File: config.mk
export PLATFORM = sky130hd
export DESIGN_NAME = nmea_gga_vtg_parser_core
export DESIGN_NICKNAME = d
export VERILOG_FILES = /design/src/design/nggp_pkg.sv /design/src/design/nggp_text_mem.sv /design/src/design/nggp_parser.sv /design/src/design/nmea_gga_vtg_parser_core.sv
export SDC_FILE = /design/constraint.sdc
export NUM_CORES = 1
export LEC_CHECK = 0
export BUFFER_PORTS_ARGS = -buffer_cell sky130_fd_sc_hd__buf_2
export CAP_MARGIN = 20
export CORE_UTILIZATION = 50
export DETAILED_ROUTE_END_ITERATION = 10
export HOLD_SLACK_MARGIN = 0.12
export PLACE_DENSITY = 0.68
export SYNTH_ARGS = -nofsm -noshare
export SYNTH_HDL_FRONTEND = slang
export SYNTH_HIERARCHICAL = 1
export SYNTH_SLANG_ARGS = --single-unit
File: constraint.sdc
create_clock -name i_clk -period 5.4 [get_ports i_clk]
set_clock_uncertainty 0.15 [all_clocks]
set_input_delay 0 -clock i_clk [delete_from_list [all_inputs] [get_ports i_clk]]
set_output_delay 0 -clock i_clk [all_outputs]
set_load 0.05 [all_outputs]
File: src/design/nggp_pkg.sv
// ============================================================================
// nggp_pkg
// Shared types, constants and reset text for the GGA/VTG sentence parser.
// ============================================================================
`default_nettype none

package nggp_pkg;

    // characters kept per text field
    localparam int FIELD_CHARS = 16;
    localparam int IDX_W       = $clog2(FIELD_CHARS);
    localparam int LEN_W       = $clog2(FIELD_CHARS + 1);
    localparam int SLOT_W      = 2;
    localparam int SLOTS       = 4;
    // text RAM: {slot, bank, index}
    localparam int MEM_AW      = SLOT_W + 1 + IDX_W;
    localparam int MEM_DEPTH   = 1 << MEM_AW;

    localparam logic [2:0] HDR_DONE  = 3'd7;
    localparam logic [4:0] FIELD_MAX = 5'd31;

    localparam logic [3:0] LOCK_PERIOD_RST  = 4'd2;
    localparam logic [3:0] NOFIX_PERIOD_RST = 4'd10;

    // command codes
    localparam logic [1:0] CMD_CHAR    = 2'd0;
    localparam logic [1:0] CMD_CLR_POS = 2'd1;
    localparam logic [1:0] CMD_CLR_VEL = 2'd2;
    localparam logic [1:0] CMD_READ    = 2'd3;

    // configuration register indexes
    localparam logic CFG_LOCK_PERIOD  = 1'b0;
    localparam logic CFG_NOFIX_PERIOD = 1'b1;

    // text slots
    localparam logic [SLOT_W-1:0] SLOT_TIME  = 2'd0;
    localparam logic [SLOT_W-1:0] SLOT_LAT   = 2'd1;
    localparam logic [SLOT_W-1:0] SLOT_LON   = 2'd2;
    localparam logic [SLOT_W-1:0] SLOT_SPEED = 2'd3;

    typedef enum logic [1:0] {
        KIND_NONE = 2'd0,
        KIND_GGA  = 2'd1,
        KIND_VTG  = 2'd2
    } t_kind;

    typedef struct packed {
        logic [1:0] command;
        logic [7:0] char_in;
        logic       line_end;
        logic [1:0] read_field;
        logic [3:0] read_index;
    } t_in_item;

    typedef struct packed {
        logic [7:0] read_char;
        logic [3:0] fix_quality;
        logic [6:0] satellites_used;
        logic       position_updated;
        logic       velocity_updated;
        logic       led_on;
        logic       sentence_done;
    } t_out_item;

    typedef struct packed {
        logic [3:0] lock_period;
        logic [3:0] nofix_period;
    } t_cfg;

    typedef struct packed {
        logic              en;
        logic [MEM_AW-1:0] addr;
        logic [7:0]        data;
    } t_mem_wr;

    // per-item result from the parser, read data joins it after the RAM
    typedef struct packed {
        logic [3:0] fix_quality;
        logic [6:0] satellites_used;
        logic       position_updated;
        logic       velocity_updated;
        logic       led_on;
        logic       sentence_done;
        logic       rd_hit;
        logic       rd_init;
        logic [7:0] init_char;
    } t_res;

    function automatic logic [LEN_W-1:0] init_len(input logic [SLOT_W-1:0] slot);
        int n;
        case (slot)
            SLOT_TIME:  n = 10;
            SLOT_LAT:   n = 11;
            SLOT_LON:   n = 11;
            default:    n = 7;
        endcase
        if (n > FIELD_CHARS) n = FIELD_CHARS;
        return LEN_W'(n);
    endfunction

    // reset text, padded to 11 characters; padding is never read
    function automatic logic [7:0] init_char(input logic [SLOT_W-1:0] slot,
                                             input logic [IDX_W-1:0]  idx);
        logic [87:0] s;
        int          k;
        case (slot)
            SLOT_TIME:  s = "000000.0000";
            SLOT_LAT:   s = "00000.0000N";
            SLOT_LON:   s = "00000.0000W";
            default:    s = "0000.000000";
        endcase
        k = 10 - int'(idx);
        if (k < 0) return 8'd0;
        return s[8*k +: 8];
    endfunction

endpackage

`default_nettype wire

File: src/design/nggp_text_mem.sv
// ============================================================================
// nggp_text_mem
// Text RAM: one write port, one registered read port.
// ============================================================================
`default_nettype none

module nggp_text_mem (
    input  wire logic                     i_clk,
    input  wire nggp_pkg::t_mem_wr        i_wr,
    input  wire logic                     i_rd_en,
    input  wire logic [nggp_pkg::MEM_AW-1:0] i_rd_addr,
    output logic [7:0]                    o_rd_data
);

    logic [7:0] r_mem [nggp_pkg::MEM_DEPTH];
    logic [7:0] r_rd_data;

    always_ff @(posedge i_clk) begin
        if (i_wr.en) begin
            r_mem[i_wr.addr] <= i_wr.data;
        end
    end

    always_ff @(posedge i_clk) begin
        if (i_rd_en) begin
            r_rd_data <= r_mem[i_rd_addr];
        end
    end

    assign o_rd_data = r_rd_data;

endmodule

`default_nettype wire

File: src/design/nggp_parser.sv
// ============================================================================
// nggp_parser
// Per-character sentence parser: header match, field staging, commit,
// line finish, flags and blink counter. Text goes to the RAM as it arrives.
// ============================================================================
`default_nettype none

module nggp_parser (
    input  wire logic                        i_clk,
    input  wire logic                        i_rst_n,
    input  wire logic                        i_step,
    input  wire nggp_pkg::t_in_item          i_item,
    input  wire nggp_pkg::t_cfg              i_cfg,
    output nggp_pkg::t_mem_wr                o_wr,
    output logic [nggp_pkg::MEM_AW-1:0]      o_rd_addr,
    output nggp_pkg::t_res                   o_res
);

    localparam int LW = nggp_pkg::LEN_W;
    localparam int IW = nggp_pkg::IDX_W;

    logic [2:0]          r_hdr_pos,   n_hdr_pos;
    nggp_pkg::t_kind     r_kind,      n_kind;
    logic [4:0]          r_field_num, n_field_num;
    logic [LW-1:0]       r_stage_cnt, n_stage_cnt;
    logic [7:0]          r_acc,       n_acc;
    logic                r_stopped,   n_stopped;
    logic [3:0]          r_quality,   n_quality;
    logic [6:0]          r_sats,      n_sats;
    logic                r_pos_flag,  n_pos_flag;
    logic                r_vel_flag,  n_vel_flag;
    logic [3:0]          r_blink,     n_blink;
    logic                r_led,       n_led;
    logic [LW-1:0]       r_len  [nggp_pkg::SLOTS];
    logic [LW-1:0]       n_len  [nggp_pkg::SLOTS];
    logic [nggp_pkg::SLOTS-1:0] r_bank, n_bank;
    logic [nggp_pkg::SLOTS-1:0] r_init, n_init;

    // header
    logic                hdr_ok;
    nggp_pkg::t_kind     hdr_kind;
    // field target
    logic                       tgt_valid;
    logic                       tgt_append;
    logic [nggp_pkg::SLOT_W-1:0] tgt_slot;
    logic [LW:0]                wr_pos;
    logic [LW:0]                app_sum;
    logic [7:0]                 dig;
    logic [11:0]                mac;
    logic                       done;
    logic [3:0]                 blink_inc;
    logic [3:0]                 target;
    logic                       led_t;
    logic [LW-1:0]              ridx;

    wire logic [7:0] c = i_item.char_in;

    always_comb begin
        hdr_ok   = 1'b0;
        hdr_kind = r_kind;
        case (r_hdr_pos)
            3'd0: hdr_ok = (c == "$");
            3'd1: hdr_ok = (c == "G");
            3'd2: hdr_ok = (c == "P");
            3'd3: begin
                hdr_ok   = (c == "G") || (c == "V");
                hdr_kind = (c == "V") ? nggp_pkg::KIND_VTG : nggp_pkg::KIND_GGA;
            end
            3'd4: hdr_ok = (r_kind == nggp_pkg::KIND_GGA) ? (c == "G") : (c == "T");
            3'd5: hdr_ok = (r_kind == nggp_pkg::KIND_GGA) ? (c == "A") : (c == "G");
            default: hdr_ok = (c == ",");
        endcase
    end

    // where the current field's text lands
    always_comb begin
        tgt_valid  = 1'b0;
        tgt_append = 1'b0;
        tgt_slot   = nggp_pkg::SLOT_TIME;
        if (r_kind == nggp_pkg::KIND_GGA) begin
            case (r_field_num)
                5'd0: begin tgt_valid = 1'b1; tgt_slot = nggp_pkg::SLOT_TIME; end
                5'd1: begin tgt_valid = 1'b1; tgt_slot = nggp_pkg::SLOT_LAT; end
                5'd2: begin
                    tgt_valid = 1'b1; tgt_slot = nggp_pkg::SLOT_LAT; tgt_append = 1'b1;
                end
                5'd3: begin tgt_valid = 1'b1; tgt_slot = nggp_pkg::SLOT_LON; end
                5'd4: begin
                    tgt_valid = 1'b1; tgt_slot = nggp_pkg::SLOT_LON; tgt_append = 1'b1;
                end
                default: tgt_valid = 1'b0;
            endcase
        end else if (r_kind == nggp_pkg::KIND_VTG && r_field_num == 5'd6) begin
            tgt_valid = 1'b1;
            tgt_slot  = nggp_pkg::SLOT_SPEED;
        end
    end

    assign app_sum = {1'b0, r_len[tgt_slot]} + {1'b0, r_stage_cnt};
    assign wr_pos  = tgt_append ? app_sum : {1'b0, r_stage_cnt};
    assign dig     = c - 8'h30;
    assign mac     = {4'd0, r_acc} * 12'd10 + {8'd0, dig[3:0]};
    assign ridx    = LW'(i_item.read_index);

    always_comb begin
        n_hdr_pos   = r_hdr_pos;
        n_kind      = r_kind;
        n_field_num = r_field_num;
        n_stage_cnt = r_stage_cnt;
        n_acc       = r_acc;
        n_stopped   = r_stopped;
        n_quality   = r_quality;
        n_sats      = r_sats;
        n_pos_flag  = r_pos_flag;
        n_vel_flag  = r_vel_flag;
        n_blink     = r_blink;
        n_led       = r_led;
        n_len       = r_len;
        n_bank      = r_bank;
        n_init      = r_init;
        o_wr        = '0;
        done        = 1'b0;
        blink_inc   = r_blink + 4'd1;
        target      = 4'd0;
        led_t       = r_led;

        if (i_item.command == nggp_pkg::CMD_CHAR) begin
            if (r_hdr_pos < nggp_pkg::HDR_DONE) begin
                if (hdr_ok) begin
                    n_hdr_pos = r_hdr_pos + 3'd1;
                    n_kind    = hdr_kind;
                end else begin
                    n_hdr_pos = nggp_pkg::HDR_DONE;
                    n_kind    = nggp_pkg::KIND_NONE;
                end
            end else if (r_kind != nggp_pkg::KIND_NONE) begin
                if (c == ",") begin
                    // commit the field
                    if (tgt_valid) begin
                        if (tgt_append) begin
                            n_len[tgt_slot] = (app_sum > (LW+1)'(nggp_pkg::FIELD_CHARS)) ?
                                LW'(nggp_pkg::FIELD_CHARS) : app_sum[LW-1:0];
                        end else begin
                            n_len[tgt_slot]  = r_stage_cnt;
                            n_bank[tgt_slot] = ~r_bank[tgt_slot];
                            n_init[tgt_slot] = 1'b0;
                        end
                    end else if (r_kind == nggp_pkg::KIND_GGA && r_field_num == 5'd5) begin
                        n_quality = (r_acc > 8'd15) ? 4'd15 : r_acc[3:0];
                    end else if (r_kind == nggp_pkg::KIND_GGA && r_field_num == 5'd6) begin
                        n_sats = (r_acc > 8'd127) ? 7'd127 : r_acc[6:0];
                    end
                    if (r_field_num < nggp_pkg::FIELD_MAX) n_field_num = r_field_num + 5'd1;
                    n_stage_cnt = '0;
                    n_acc       = '0;
                    n_stopped   = 1'b0;
                end else begin
                    if (r_stage_cnt < LW'(nggp_pkg::FIELD_CHARS)) begin
                        n_stage_cnt = r_stage_cnt + LW'(1);
                    end
                    if (tgt_valid && wr_pos < (LW+1)'(nggp_pkg::FIELD_CHARS)) begin
                        o_wr.en   = 1'b1;
                        o_wr.addr = {tgt_slot,
                                     tgt_append ? r_bank[tgt_slot] : ~r_bank[tgt_slot],
                                     wr_pos[IW-1:0]};
                        o_wr.data = c;
                    end
                    if (!r_stopped && c >= "0" && c <= "9") begin
                        n_acc = (mac > 12'd255) ? 8'd255 : mac[7:0];
                    end else begin
                        n_stopped = 1'b1;
                    end
                end
            end

            if (i_item.line_end) begin
                done = (n_hdr_pos == nggp_pkg::HDR_DONE) && (n_kind != nggp_pkg::KIND_NONE);
                if (done) begin
                    if (n_kind == nggp_pkg::KIND_GGA) begin
                        if (n_quality != 4'd0) n_pos_flag = 1'b1;
                        if (r_blink == 4'd0) led_t = 1'b0;
                        target = (n_quality == 4'd0) ? i_cfg.nofix_period
                                                     : i_cfg.lock_period;
                        if (blink_inc >= target) begin
                            n_led   = 1'b1;
                            n_blink = 4'd0;
                        end else begin
                            n_led   = led_t;
                            n_blink = blink_inc;
                        end
                    end else begin
                        if (n_quality != 4'd0) n_vel_flag = 1'b1;
                    end
                end
                n_hdr_pos   = '0;
                n_kind      = nggp_pkg::KIND_NONE;
                n_field_num = '0;
                n_stage_cnt = '0;
                n_acc       = '0;
                n_stopped   = 1'b0;
            end
        end else if (i_item.command == nggp_pkg::CMD_CLR_POS) begin
            n_pos_flag = 1'b0;
        end else if (i_item.command == nggp_pkg::CMD_CLR_VEL) begin
            n_vel_flag = 1'b0;
        end

        if (!i_step) o_wr.en = 1'b0;
    end

    always_comb begin
        o_rd_addr              = {i_item.read_field, r_bank[i_item.read_field],
                                  IW'(i_item.read_index)};
        o_res.fix_quality      = n_quality;
        o_res.satellites_used  = n_sats;
        o_res.position_updated = n_pos_flag;
        o_res.velocity_updated = n_vel_flag;
        o_res.led_on           = n_led;
        o_res.sentence_done    = done;
        o_res.rd_hit           = (i_item.command == nggp_pkg::CMD_READ) &&
                                 (ridx < r_len[i_item.read_field]) &&
                                 (ridx < LW'(nggp_pkg::FIELD_CHARS));
        o_res.rd_init          = r_init[i_item.read_field];
        o_res.init_char        = nggp_pkg::init_char(i_item.read_field,
                                                     IW'(i_item.read_index));
    end

    always_ff @(posedge i_clk) begin
        if (!i_rst_n) begin
            r_hdr_pos   <= '0;
            r_kind      <= nggp_pkg::KIND_NONE;
            r_field_num <= '0;
            r_stage_cnt <= '0;
            r_acc       <= '0;
            r_stopped   <= 1'b0;
            r_quality   <= '0;
            r_sats      <= '0;
            r_pos_flag  <= 1'b0;
            r_vel_flag  <= 1'b0;
            r_blink     <= '0;
            r_led       <= 1'b0;
            for (int s = 0; s < nggp_pkg::SLOTS; s++) begin
                r_len[s] <= nggp_pkg::init_len(nggp_pkg::SLOT_W'(s));
            end
            r_bank      <= '0;
            r_init      <= '1;
        end else if (i_step) begin
            r_hdr_pos   <= n_hdr_pos;
            r_kind      <= n_kind;
            r_field_num <= n_field_num;
            r_stage_cnt <= n_stage_cnt;
            r_acc       <= n_acc;
            r_stopped   <= n_stopped;
            r_quality   <= n_quality;
            r_sats      <= n_sats;
            r_pos_flag  <= n_pos_flag;
            r_vel_flag  <= n_vel_flag;
            r_blink     <= n_blink;
            r_led       <= n_led;
            r_len       <= n_len;
            r_bank      <= n_bank;
            r_init      <= n_init;
        end
    end

endmodule

`default_nettype wire

File: src/design/nmea_gga_vtg_parser_core.sv
// ============================================================================
// nmea_gga_vtg_parser_core
// NMEA 0183 GGA/VTG sentence parser, one character or command per transaction.
// ============================================================================
//
//  channel  | direction | handshake                     | payload
//  ---------+-----------+-------------------------------+---------------------
//  input    | in        | i_valid / o_ready             | i_data (t_in_item)
//  result   | out       | o_valid / i_ready             | o_data (t_out_item)
//  config   | in        | i_cfg_valid / o_cfg_ready     | i_cfg_index, i_cfg_data
//
//  One transaction per cycle sustained while results are taken. An accepted item
//  is held in the input register; the parser step and the text RAM read then
//  land it in the result register, which raises o_valid.
//  The text RAM (one write, one registered read port) sets that read stage.
//  Reset is synchronous, active low; no clearing pass: reset text is served
//  from constants until a slot is first committed. A stalled result holds the
//  pipe; the input register still takes one item while the result waits.
//
// Text fields are written into the RAM as characters arrive. Each slot has two
// banks: a fresh field fills the idle bank and a commit (the comma after the
// field) flips the bank and sets the length, so an unfinished field never
// shows. Hemisphere appends go into the live bank past its length, hidden
// until the commit extends the length.
// ============================================================================
`default_nettype none

module nmea_gga_vtg_parser_core (
    input  wire logic                 i_clk,
    input  wire logic                 i_rst_n,
    // input items
    input  wire logic                 i_valid,
    output logic                      o_ready,
    input  wire nggp_pkg::t_in_item   i_data,
    // results
    output logic                      o_valid,
    input  wire logic                 i_ready,
    output nggp_pkg::t_out_item       o_data,
    // configuration writes
    input  wire logic                 i_cfg_valid,
    output logic                      o_cfg_ready,
    input  wire logic                 i_cfg_index,
    input  wire logic [3:0]           i_cfg_data
);

    logic                       r_s1_valid;
    nggp_pkg::t_in_item         r_s1_item;
    logic                       r_out_valid;
    nggp_pkg::t_res             r_out_res;
    nggp_pkg::t_cfg             r_cfg;

    logic                       w_adv;
    nggp_pkg::t_mem_wr          w_wr;
    logic [nggp_pkg::MEM_AW-1:0] w_rd_addr;
    logic [7:0]                 w_rd_data;
    nggp_pkg::t_res             w_res;

    // stage 1 moves on when the result register is free or being emptied
    assign w_adv       = r_s1_valid && (!r_out_valid || i_ready);
    assign o_ready     = !r_s1_valid || w_adv;
    assign o_cfg_ready = 1'b1;

    always_ff @(posedge i_clk) begin
        if (!i_rst_n) begin
            r_s1_valid  <= 1'b0;
            r_out_valid <= 1'b0;
        end else begin
            if (o_ready) r_s1_valid <= i_valid;
            if (w_adv) begin
                r_out_valid <= 1'b1;
            end else if (i_ready) begin
                r_out_valid <= 1'b0;
            end
        end
    end

    always_ff @(posedge i_clk) begin
        if (i_valid && o_ready) r_s1_item <= i_data;
        if (w_adv)              r_out_res <= w_res;
    end

    // blink periods
    always_ff @(posedge i_clk) begin
        if (!i_rst_n) begin
            r_cfg.lock_period  <= nggp_pkg::LOCK_PERIOD_RST;
            r_cfg.nofix_period <= nggp_pkg::NOFIX_PERIOD_RST;
        end else if (i_cfg_valid) begin
            case (i_cfg_index)
                nggp_pkg::CFG_LOCK_PERIOD:  r_cfg.lock_period  <= i_cfg_data;
                nggp_pkg::CFG_NOFIX_PERIOD: r_cfg.nofix_period <= i_cfg_data;
                default: ;
            endcase
        end
    end

    nggp_parser u_parser (
        .i_clk     (i_clk),
        .i_rst_n   (i_rst_n),
        .i_step    (w_adv),
        .i_item    (r_s1_item),
        .i_cfg     (r_cfg),
        .o_wr      (w_wr),
        .o_rd_addr (w_rd_addr),
        .o_res     (w_res)
    );

    nggp_text_mem u_mem (
        .i_clk     (i_clk),
        .i_wr      (w_wr),
        .i_rd_en   (w_adv),
        .i_rd_addr (w_rd_addr),
        .o_rd_data (w_rd_data)
    );

    // read character: zero past the length, reset text until first commit
    always_comb begin
        o_valid                 = r_out_valid;
        o_data.read_char        = !r_out_res.rd_hit ? 8'd0 :
                                  r_out_res.rd_init ? r_out_res.init_char : w_rd_data;
        o_data.fix_quality      = r_out_res.fix_quality;
        o_data.satellites_used  = r_out_res.satellites_used;
        o_data.position_updated = r_out_res.position_updated;
        o_data.velocity_updated = r_out_res.velocity_updated;
        o_data.led_on           = r_out_res.led_on;
        o_data.sentence_done    = r_out_res.sentence_done;
    end

endmodule

`default_nettype wire

# Word level (Yosys, flattened, before mapping)
# Memories as Yosys holds them, arrays and structs flattened. A register that Yosys moved wholly into a read port is not among the register bits.
# Cells that the tools add are included.
# op_classes
add_sub_neg	8
n_mul	1
n_lt_le_gt_ge	23
eq_ne	35
n_shift	1
muxes	131
bitwise	8
n_reduce_logical	49
# ops
cell	n
$mux W20	8
$pmux W53 S3	1
$gt A32 B6 Y1 const B	3
$mux W32	3
$mux W5	19
$shiftx A88 B32 Y8	1
$mux W16	5
$mux W8	10
$mux W7	8
$mux W1	42
$bwmux W20	2
$eq A8 B7 Y1 const B	5
$mux W4	10
$lt A32 B1 Y1 const B	1
$bmux W5 S2	2
$reduce_and A5 Y1	4
$eq A8 B6 Y1 const B	2
$mux W2	8
$eq A5 B3 Y1 const B	3
$logic_and A1 B1 Y1	13
$add A12 B4 Y12	1
$gt A12 B8 Y1 const B	1
$mux W3	4
$reduce_and A6 Y1	2
56 further kinds	98
# totals
register_bits	122
ram_bits	1024
input_bits	27
output_inout_bits	26
wordCells	293
memories	1
# mem_list
name	words	word_bits	rd	rd_clocked_by_memory_dff	wr	line	text
u_mem.r_mem	128	8	1	1	1	nggp_text_mem.sv:15	logic [7:0] r_mem [nggp_pkg::MEM_DEPTH];

# Longest topological paths before layout
# Gate-level depths: netlist of run 1.
# depth
depth_word	20
mapped_depth	23
ltp_nobuf	20

# By module
# Netlist of run 1, hierarchy kept.
# modules_own_cells
module	instances	cells_each	area_per_inst_um2	seq_area_each_um2
nggp_text_mem	1	1635	39745.6	30989.7
nggp_parser	1	689	5679.2	1601.5
nmea_gga_vtg_parser_core	1	119	1930.6	1461.4

# Least setup slack after synthesis of run 1
# No wires, ideal clock.
# synth_timing
path_type	register to register
startpoint	register u_parser.r_field_num[2]
endpoint	memory u_mem.r_mem[0][0] (data pin)
setup_time_ns	0.535
t_arrival_ns	5.322
t_required_ns	4.715
slack_ns	-0.607
path_stages_with_launch	18
path_buffers	3
period_less_slack_ns	6.007
path_cell_list	dfxtp_1 clkbuf_1 mux2i_1 o21ai_1 or4_1 clkbuf_1 o22ai_1 nor3_1 ha_1 fa_1 a21o_1 a21oi_1 xnor2_1 nor3_1 o2bb2ai_1 and4_1 clkbuf_1 and2_1
# synth_rtl
item	line	text
from (decl)	nggp_parser.sv:24	logic [4:0] r_field_num, n_field_num;
from (signal assigned)	nggp_parser.sv:250	r_field_num <= n_field_num;
to (decl)	nggp_text_mem.sv:15	

==> results.md, run 1 <==
* Status: complete, no violations
* PortBufs at 51
* Clock Latency Late Sink at 690 ps
* Area delta synth->final at 17.00%
* Setup CP Type: reg2reg
* Dpl cells at 3828
* Initial DRC Count at 2596
* Hold Crit Class: in2reg
* Slew margin rel. at 0.4039
* Yosys cell types at 80
* DRC violations left at 0
* Clk buf depth at 3
* H-tree depth at 3
* Dpl ws at -173.5 ps
* Layout cells sized above 1 at 0.3105
* Syn nets at 2520
* Site Rows at 112
* Slew @ Worst Pin at 881.7 ps
* Mapped Area at 0.04736 mm²
* Asr flop ratio synth at 0
* Clock sink total at 1154
* Die area at 0.09595 mm²
* Core area at 0.09361 mm²
* Clock power share at 0.443
* RSZ-0062 raised after global routing: true
* Startpoint types: flop
* Non-Filler Instances at 4111
* Die height at 309.8 µm
* Net Switching at 3674 µW
* Ports at 53
* Tmin final at 5272 ps
* Largest net degree at the start of global routing at 103
* Post-synth EDFFs at 1094
* CTS Buf Count at 115
* Slew Viols, Final at 0
* Internal power at 14600 µW
* Total Wirelength at 111.5 mm
* Crit Path Max Fanout at 8
* Final Hold Viols at 0
* Switching part of the total power at 0.2010
* Pwr/cell area at 329.9 mW/mm²
* GRT Util Overall at 0.2337
* WL/cell at 27.13 µm
* Synth Area per Inst at 19.38 µm²
* Top_reg_cell synth: edfxtp_1
* Filler cells at 6627
* Ant diodes at 0
* Yosys warns at 6
* Achievable Freq at 0.1897 GHz
* GPL Wtd Cong at 0.8595
* Final Power at 18280 µW
* Root Driver: clkbuf_16
* Antenna viol nets, final at 0
* CP endpoint kind: flop
* Initial core utilization at 0.5059
* Initial antenna violation count at 4
* Vias in the first global route at 25150
* Peak supply drop at 0.2489 mV
* Worst path required time at 5650 ps
* Vias after detailed routing at 24880
* Pleak at 0.01530 µW
* CTS clk-pin slew, worst paths at 60 ps
* Flops & latches, synth at 1154
* Nets at 2836
* Post-route setup slack at 127.5 ps
* Critical Path AT at 5520 ps
* Global-route wire length before repair at 163.2 mm
* Drt first pass iters at 7
* Power share of the combinational group at 0.026
* Setup violations, final at 0
* Die Wd at 309.8 µm
* Post-DR vias/cell at 6.053
* Global route overflow at 0
* Reg power frac at 0.531
* HPWL after DPL at 70.40 mm
* Seq/Total Area, Yosys at 0.7191
* CTS tree: built
* Final worst path period share at 0.9764
* Max Cap Violations at 0
* Synth Instances at 2443
## cell type report
cell class	count	area, µm²	share of cell area
multi-input cells	1109	12660	0.2285
repair buffers	348	3147	0.05680
inverters	31	116.4	0.002100
well taps	1254	1569	0.02832
flip-flops and latches	1154	34050	0.6146
clock buffers	137	2982	0.05382
clock inverters	78	878.3	0.01585
## worst paths after layout
path,from,to,slack [ps],cells past startpoint
min,i_rst_n,u_parser/r_init[2]$_SDFFE_PN1P_,300,4
min reg2reg,u_parser/r_init[2]$_SDFFE_PN1P_,u_parser/r_init[2]$_SDFFE_PN1P_,320,2
max,u_parser/r_field_num[0]$_SDFFE_PN0P_,u_mem/r_mem[88][2]$_DFFE_PP_,130,22
max reg2reg,u_parser/r_field_num[0]$_SDFFE_PN0P_,u_mem/r_mem[88][2]$_DFFE_PP_,130,22
## state kept, by name, summed over array words and instances (netlist names)
signal / flops
u_parser/r_stage_cnt: 5
u_parser/r_sats: 7
u_mem/r_mem: 1024
u_parser/r_led: 1
r_s1_valid: 1
u_parser/r_init: 4
r_s1_item: 17
u_parser/r_acc: 8
o_valid: 1
u_parser/r_field_num: 5
u_parser/r_kind: 2
r_out_res: 10
u_parser/r_pos_flag: 1
o_data: 15
u_parser/r_len: 20
r_cfg: 8
u_parser/r_bank: 4
u_parser/r_stopped: 1
u_parser/r_hdr_pos: 3
u_mem/o_rd_data: 8
u_parser/r_quality: 4
u_parser/r_vel_flag: 1
u_parser/r_blink: 4
## synthesized netlist by cell type, types with 3 or more instances
cell type	count	area (µm²)
o21ai_1	4	20.02
nor2b_1	22	137.6
o21bai_1	3	22.52
o31ai_1	10	75.07
a21o_1	7	52.55
a21oi_1	48	240.2
ha_1	47	588.1
dfxtp_1	60	1201
o21a_1	4	30.03
nor3_1	25	125.1
nand2b_1	14	87.58
nor2_1	211	792.0
nand3b_1	8	60.06
and4_1	3	26.28
o21ai_0	47	235.2
inv_1	31	116.4
or4_1	4	30.03
o22ai_1	5	31.28
clkbuf_1	65	244.0
xor2_1	6	52.55
nand3_1	34	170.2
xnor2_1	12	105.1
nand4_1	10	62.56
o41ai_1	3	26.28
mux2_2	12	135.1
fa_1	3	60.06
mux2i_1	30	300.3
and4b_1	4	40.04
a31oi_1	5	31.28
and2_1	15	93.84
mux4_2	343	7725
o211ai_1	17	127.6
nor2_2	3	18.77
buf_1	20	75.07
or3_1	4	25.02
nand2_1	88	330.3
buf_4	43	322.8
and3_1	6	37.54
edfxtp_1	1094	32850
buf_6	4	45.04
buf_2	17	85.08
## worst max-delay path, cell delays in order (launching register included)
cell	delay [ps]
dfxtp_1	410
inv_1	110
ha_1	250
mux2i_1	150
o21ai_1	90
or4_1	500
o22ai_1	180
nor3_1	90
ha_1	220
fa_1	410
a21o_1	200
a21oi_1	170
xnor2_1	110
nor3_2	240
o2bb2ai_2	170
nand4_1	120
buf_4	230
nor2_1	210
nor2b_4	290
nand3_1	130
buf_4	200
nor2_4	190
buf_6	170
## metal layers
metal / track usage / routed length [µm] / share of wire
met3: 0.04748 / 9242 / 0.083
met1: 0.3227 / 44380 / 0.40
met4: 0.06816 / 3073 / 0.028
met2: 0.3788 / 54820 / 0.49
met5: 0 / 0 / 0
## cells by family (layout without fill, tap and decap cells)
logic type	count (synthesis)	in the layout	share of synthesized area
fa+ha+maj	50	50	0.01369
xor+xnor	18	18	0.003329
other cells	2	2	0.0001586
buf+inv	180	594	0.01876
flops	1154	1154	0.7191
simple gates	472	472	0.04780
mux	385	385	0.1723
compound gates	182	182	0.02486
## per-stage QoR
step | hold slack, ps | setup TNS [ps] | util | instance area [µm²]
after CTS | 236.5 | 0 | 0.5887 | 55110
after global placement | 30.36 | -3178 | 0.5400 | 50550
final | 297.9 | 0 | 0.5919 | 55400
after detailed placement | 28.53 | -5795 | 0.5403 | 50580
after floorplan | -51.13 | -12380 | - | 47370
after global routing | 325.9 | -66230 | 0.5919 | 55400
## repair_timing
item	4_1_cts	5_1_grt
hold buffers	64	0
buffers inserted	1	1
pin swaps	0	1
cloned	0	1
endpoints found under the hold margin	111	0
setup endpoints to repair	335	1024
resized for setup	7	68
## power groups by stage
stage                     logic, µW  registers (µW)  clock network [µW]
after floorplan                 339            9890                   0
after global placement          422            9900                   0
after detailed placement        435            9900                   0
after CTS                       472            9710                8220
after global routing            504            9710                8540
final                           469            9710                8100
## cells in the final DEF, fill, tap and decap left out, types with 25 or more instances in the layout
cell           count
buf_2             51
buf_4            185
ha_1              47
inv_1             31
dfxtp_1           60
a21oi_1           47
nor2_1           198
mux4_2           343
dlygate4sd3_1     64
buf_12            34
nand2_1           82
edfxtp_1        1094
clkinv_2          25
o21ai_0           47
clkbuf_16        117
nand3_1           30
mux2i_1           30
Note: power is estimated with default switching activity, not from simulation.
==> run 2: changes to the inputs <==
--- a/config.mk
+++ b/config.mk
@@ -7,6 +7,8 @@
 export LEC_CHECK = 0
 export BUFFER_PORTS_ARGS = -buffer_cell sky130_fd_sc_hd__buf_2
 export CAP_MARGIN = 20
+export CORE_ASPECT_RATIO = 0.8
+export CORE_MARGIN = 2
 export CORE_UTILIZATION = 50
 export DETAILED_ROUTE_END_ITERATION = 10
 export HOLD_SLACK_MARGIN = 0.12
==> run 2 against run 1 <==
  * Setup slack gained 110 ps
  * Register-to-register slack gained 110 ps
  * Count of clock-buffer cells in the layout shrank 10
  * Highest routed layer is now met5
  * Total power shrank 4.0%
  * Design area shrank 1.0%
  * First-iteration DRC count grew 24%
  * Non-clock buffer count grew 2
  * Sequential share of layout area grew 0.65 points
==> results.md, run 2 (synthesis results as in run 1) <==
* Status: complete, no violations
* Ports at 53
* GRT Util Overall at 0.2338
* Vias after detailed routing at 25180
* Total Wirelength at 112.6 mm
* Initial DRC Count at 3222
* H-tree depth at 3
* Pwr/cell area at 320.1 mW/mm²
* Setup CP Type: reg2reg
* GPL Wtd Cong at 0.8784
* CP top delay family: simple AND/OR/NAND/NOR gates
* Area delta synth->final at 15.78%
* Tmin final at 5164 ps
* Net Switching at 3566 µW
* Clock Latency Late Sink at 680 ps
* Power share of the combinational group at 0.026
* Pleak at 0.01504 µW
* HPWL after DPL at 71.11 mm
* CP max stage cell: or4_1
* Drt first pass iters at 8
* Final Power at 17550 µW
* Global route overflow at 0
* Final hold slack at 186.8 ps
* Setup violations, final at 0
* Final worst path period share at 0.9564
* Slew margin rel. at 0.1647
* Filler cells at 6587
* Nets at 2828
* Largest net degree at the start of global routing at 151
* Clock sink total at 1154
* CTS tree: built
* Root Driver: clkbuf_16
* Buffer and inverter count on the worst path at 6
* PortBufs at 51
* CTS clk-pin slew, worst paths at 60 ps
* Hold Crit Class: in2reg
* Slew Viols, Final at 0
* Most frequent cells in the layout: 1094 x edfxtp_1, 343 x mux4_2, 192 x nor2_1
* Top reg by flops: u_mem/r_mem
* Startpoint types: flop
* WL/cell at 27.69 µm
* CTS Buf Count at 105
* Post-route setup slack at 235.7 ps
* Initial antenna violation count at 8
* Antenna viol nets, final at 0
* Worst path most repeated cell: buf_4
* DRC violations left at 0
* Layout cells sized above 1 at 0.3042
* Max Cap Violations at 0
* Initial core utilization at 0.5067
* Die height at 279.3 µm
* Die Wd at 348.1 µm
* Achievable Freq at 0.1936 GHz
* Final Hold Viols at 0
* Reg power frac at 0.553
* Global-route wire length before repair at 167.6 mm
* Peak supply drop at 0.3524 mV
* Switching part of the total power at 0.2032
* Site Rows at 100
* Slew @ Worst Pin at 1253 ps
* Worst path required time at 5640 ps
* Post-DR vias/cell at 6.191
* Dpl ws at -223.4 ps
* CP endpoint kind: flop
* Core area at 0.09346 mm²
* Commonest non-fill, non-tap cell in the layout: edfxtp_1
* Clock power share at 0.421
* Internal power at 13980 µW
* Max reg flops at 1024
* Regs by FF count: u_mem/r_mem x1024, u_parser/r_len x20, r_s1_item x17
* Die area at 0.09720 mm²
* Clk buf depth at 3
* Critical Path AT at 5400 ps
* Vias in the first global route at 25070
* CP Cell Sequence: inv_1, ha_1, mux2i_1, o21ai_1, or4_1, buf_4, o22ai_1, nor3_2, fa_1, a21o_1, a21oi_1, xnor2_1, nor3_1, o2bb2ai_1, nand4_1, buf_6, nor2_1, buf_4, nor2b_4, nand3_1, buf_4, nor2_1, buf_4
* Crit Path Max Fanout at 8
* Slowest stage delay, CP at 500 ps
==> run 2: changes by cell type in the layout (fill, tap and decap cells not counted), moves of 2 or more <==
| cell | before | now |
|---|---|---|
| clkbuf_16 | 117 | 106 |
| nor2_2 | 9 | 19 |
| clkinv_1 | 17 | 26 |
| clkinv_2 | 25 | 16 |
| bufinv_16 | 16 | 10 |
| nor2_1 | 198 | 192 |
| buf_4 | 185 | 190 |
| nor2_4 | 7 | 3 |
| diode_2 | 0 | 3 |
| and2_1 | 4 | 6 |
| buf_12 | 34 | 32 |
| buf_6 | 11 | 13 |
| clkinv_4 | 3 | 1 |
==> run 2: layout make-up <==
| class | instances | area (µm²) | area share |
|---|---|---|---|
| flip-flops and latches | 1154 | 34050 | 0.6211 |
| multi-input cells | 1109 | 12620 | 0.2302 |
| inverters | 31 | 116.4 | 0.002122 |
| clock inverters | 69 | 646.9 | 0.01180 |
| repair buffers | 350 | 3109 | 0.05671 |
| well taps | 1224 | 1531 | 0.02793 |
| diodes | 3 | 7.507 | 0.0001369 |
| clock buffers | 127 | 2741 | 0.05000 |
==> run 2: layer usage <==
| layer | vias up | part of all wire | GRT usage |
|---|---|---|---|
| li1 | 10550 | - | - |
| met4 | 4 | 0.018 | 0.05428 |
| met5 | - | 0.00023 | 0 |
| met3 | 148 | 0.093 | 0.04323 |
| met1 | 13230 | 0.42 | 0.3542 |
| met2 | 1248 | 0.47 | 0.3562 |
==> run 2: path summary, 6_finish.rpt <==
kind                                                           start                               to  slack, ps  cells after the start
worst max-delay path            u_parser/r_field_num[0]$_SDFFE_PN0P_     u_mem/r_mem[89][1]$_DFFE_PP_        240                     23
worst min-delay path                                         i_rst_n  u_parser/r_init[2]$_SDFFE_PN1P_        190                      3
worst max register to register  u_parser/r_field_num[0]$_SDFFE_PN0P_     u_mem/r_mem[89][1]$_DFFE_PP_        240                     23
worst min register to register       u_parser/r_init[2]$_SDFFE_PN1P_  u_parser/r_init[2]$_SDFFE_PN1P_        320                      2
==> run 2: through the flow <==
stage / setup TNS (ps) / area [µm²] / util / cells
2_1_floorplan: -12380 / 47370 / - / 2443
3_3_place_gp: -2149 / 50500 / 0.5403 / 3798
3_5_place_dp: -8598 / 50520 / 0.5405 / 3799
4_1_cts: 0 / 54560 / 0.5838 / 4059
5_1_grt: -1776 / 54820 / 0.5866 / 4064
6_report: 0 / 54830 / 0.5866 / 4067
==> run 2: worst reg2reg max path: stages (launching register included) <==
cell	delay [ps]
dfxtp_2	370
inv_1	90
ha_1	220
mux2i_1	160
o21ai_1	90
or4_1	500
buf_4	180
o22ai_1	190
nor3_2	90
fa_1	440
a21o_1	200
a21oi_1	180
xnor2_1	110
nor3_1	140
o2bb2ai_1	180
nand4_1	160
buf_6	220
nor2_1	110
buf_4	180
nor2b_4	250
nand3_1	110
buf_4	190
nor2_1	150
buf_4	210
==> run 2: repair_timing <==
action	4_1_cts	5_1_grt
pin swaps	0	2
endpoints found under the setup margin	147	1023
hold buffers	64	0
hold endpoints to repair	125	0
setup buffers	0	5
gates resized for setup	5	61
==> run 2: power groups by stage <==
| stage | combinational, µW | clock (µW) | sequential, µW |
|---|---|---|---|
| 6_report | 460 | 7380 | 9710 |
| 5_1_grt | 493 | 7830 | 9700 |
| 4_1_cts | 462 | 7500 | 9710 |
| 3_5_place_dp | 426 | 0 | 9900 |
| 3_3_place_gp | 419 | 0 | 9900 |
| 2_1_floorplan | 339 | 0 | 9890 |
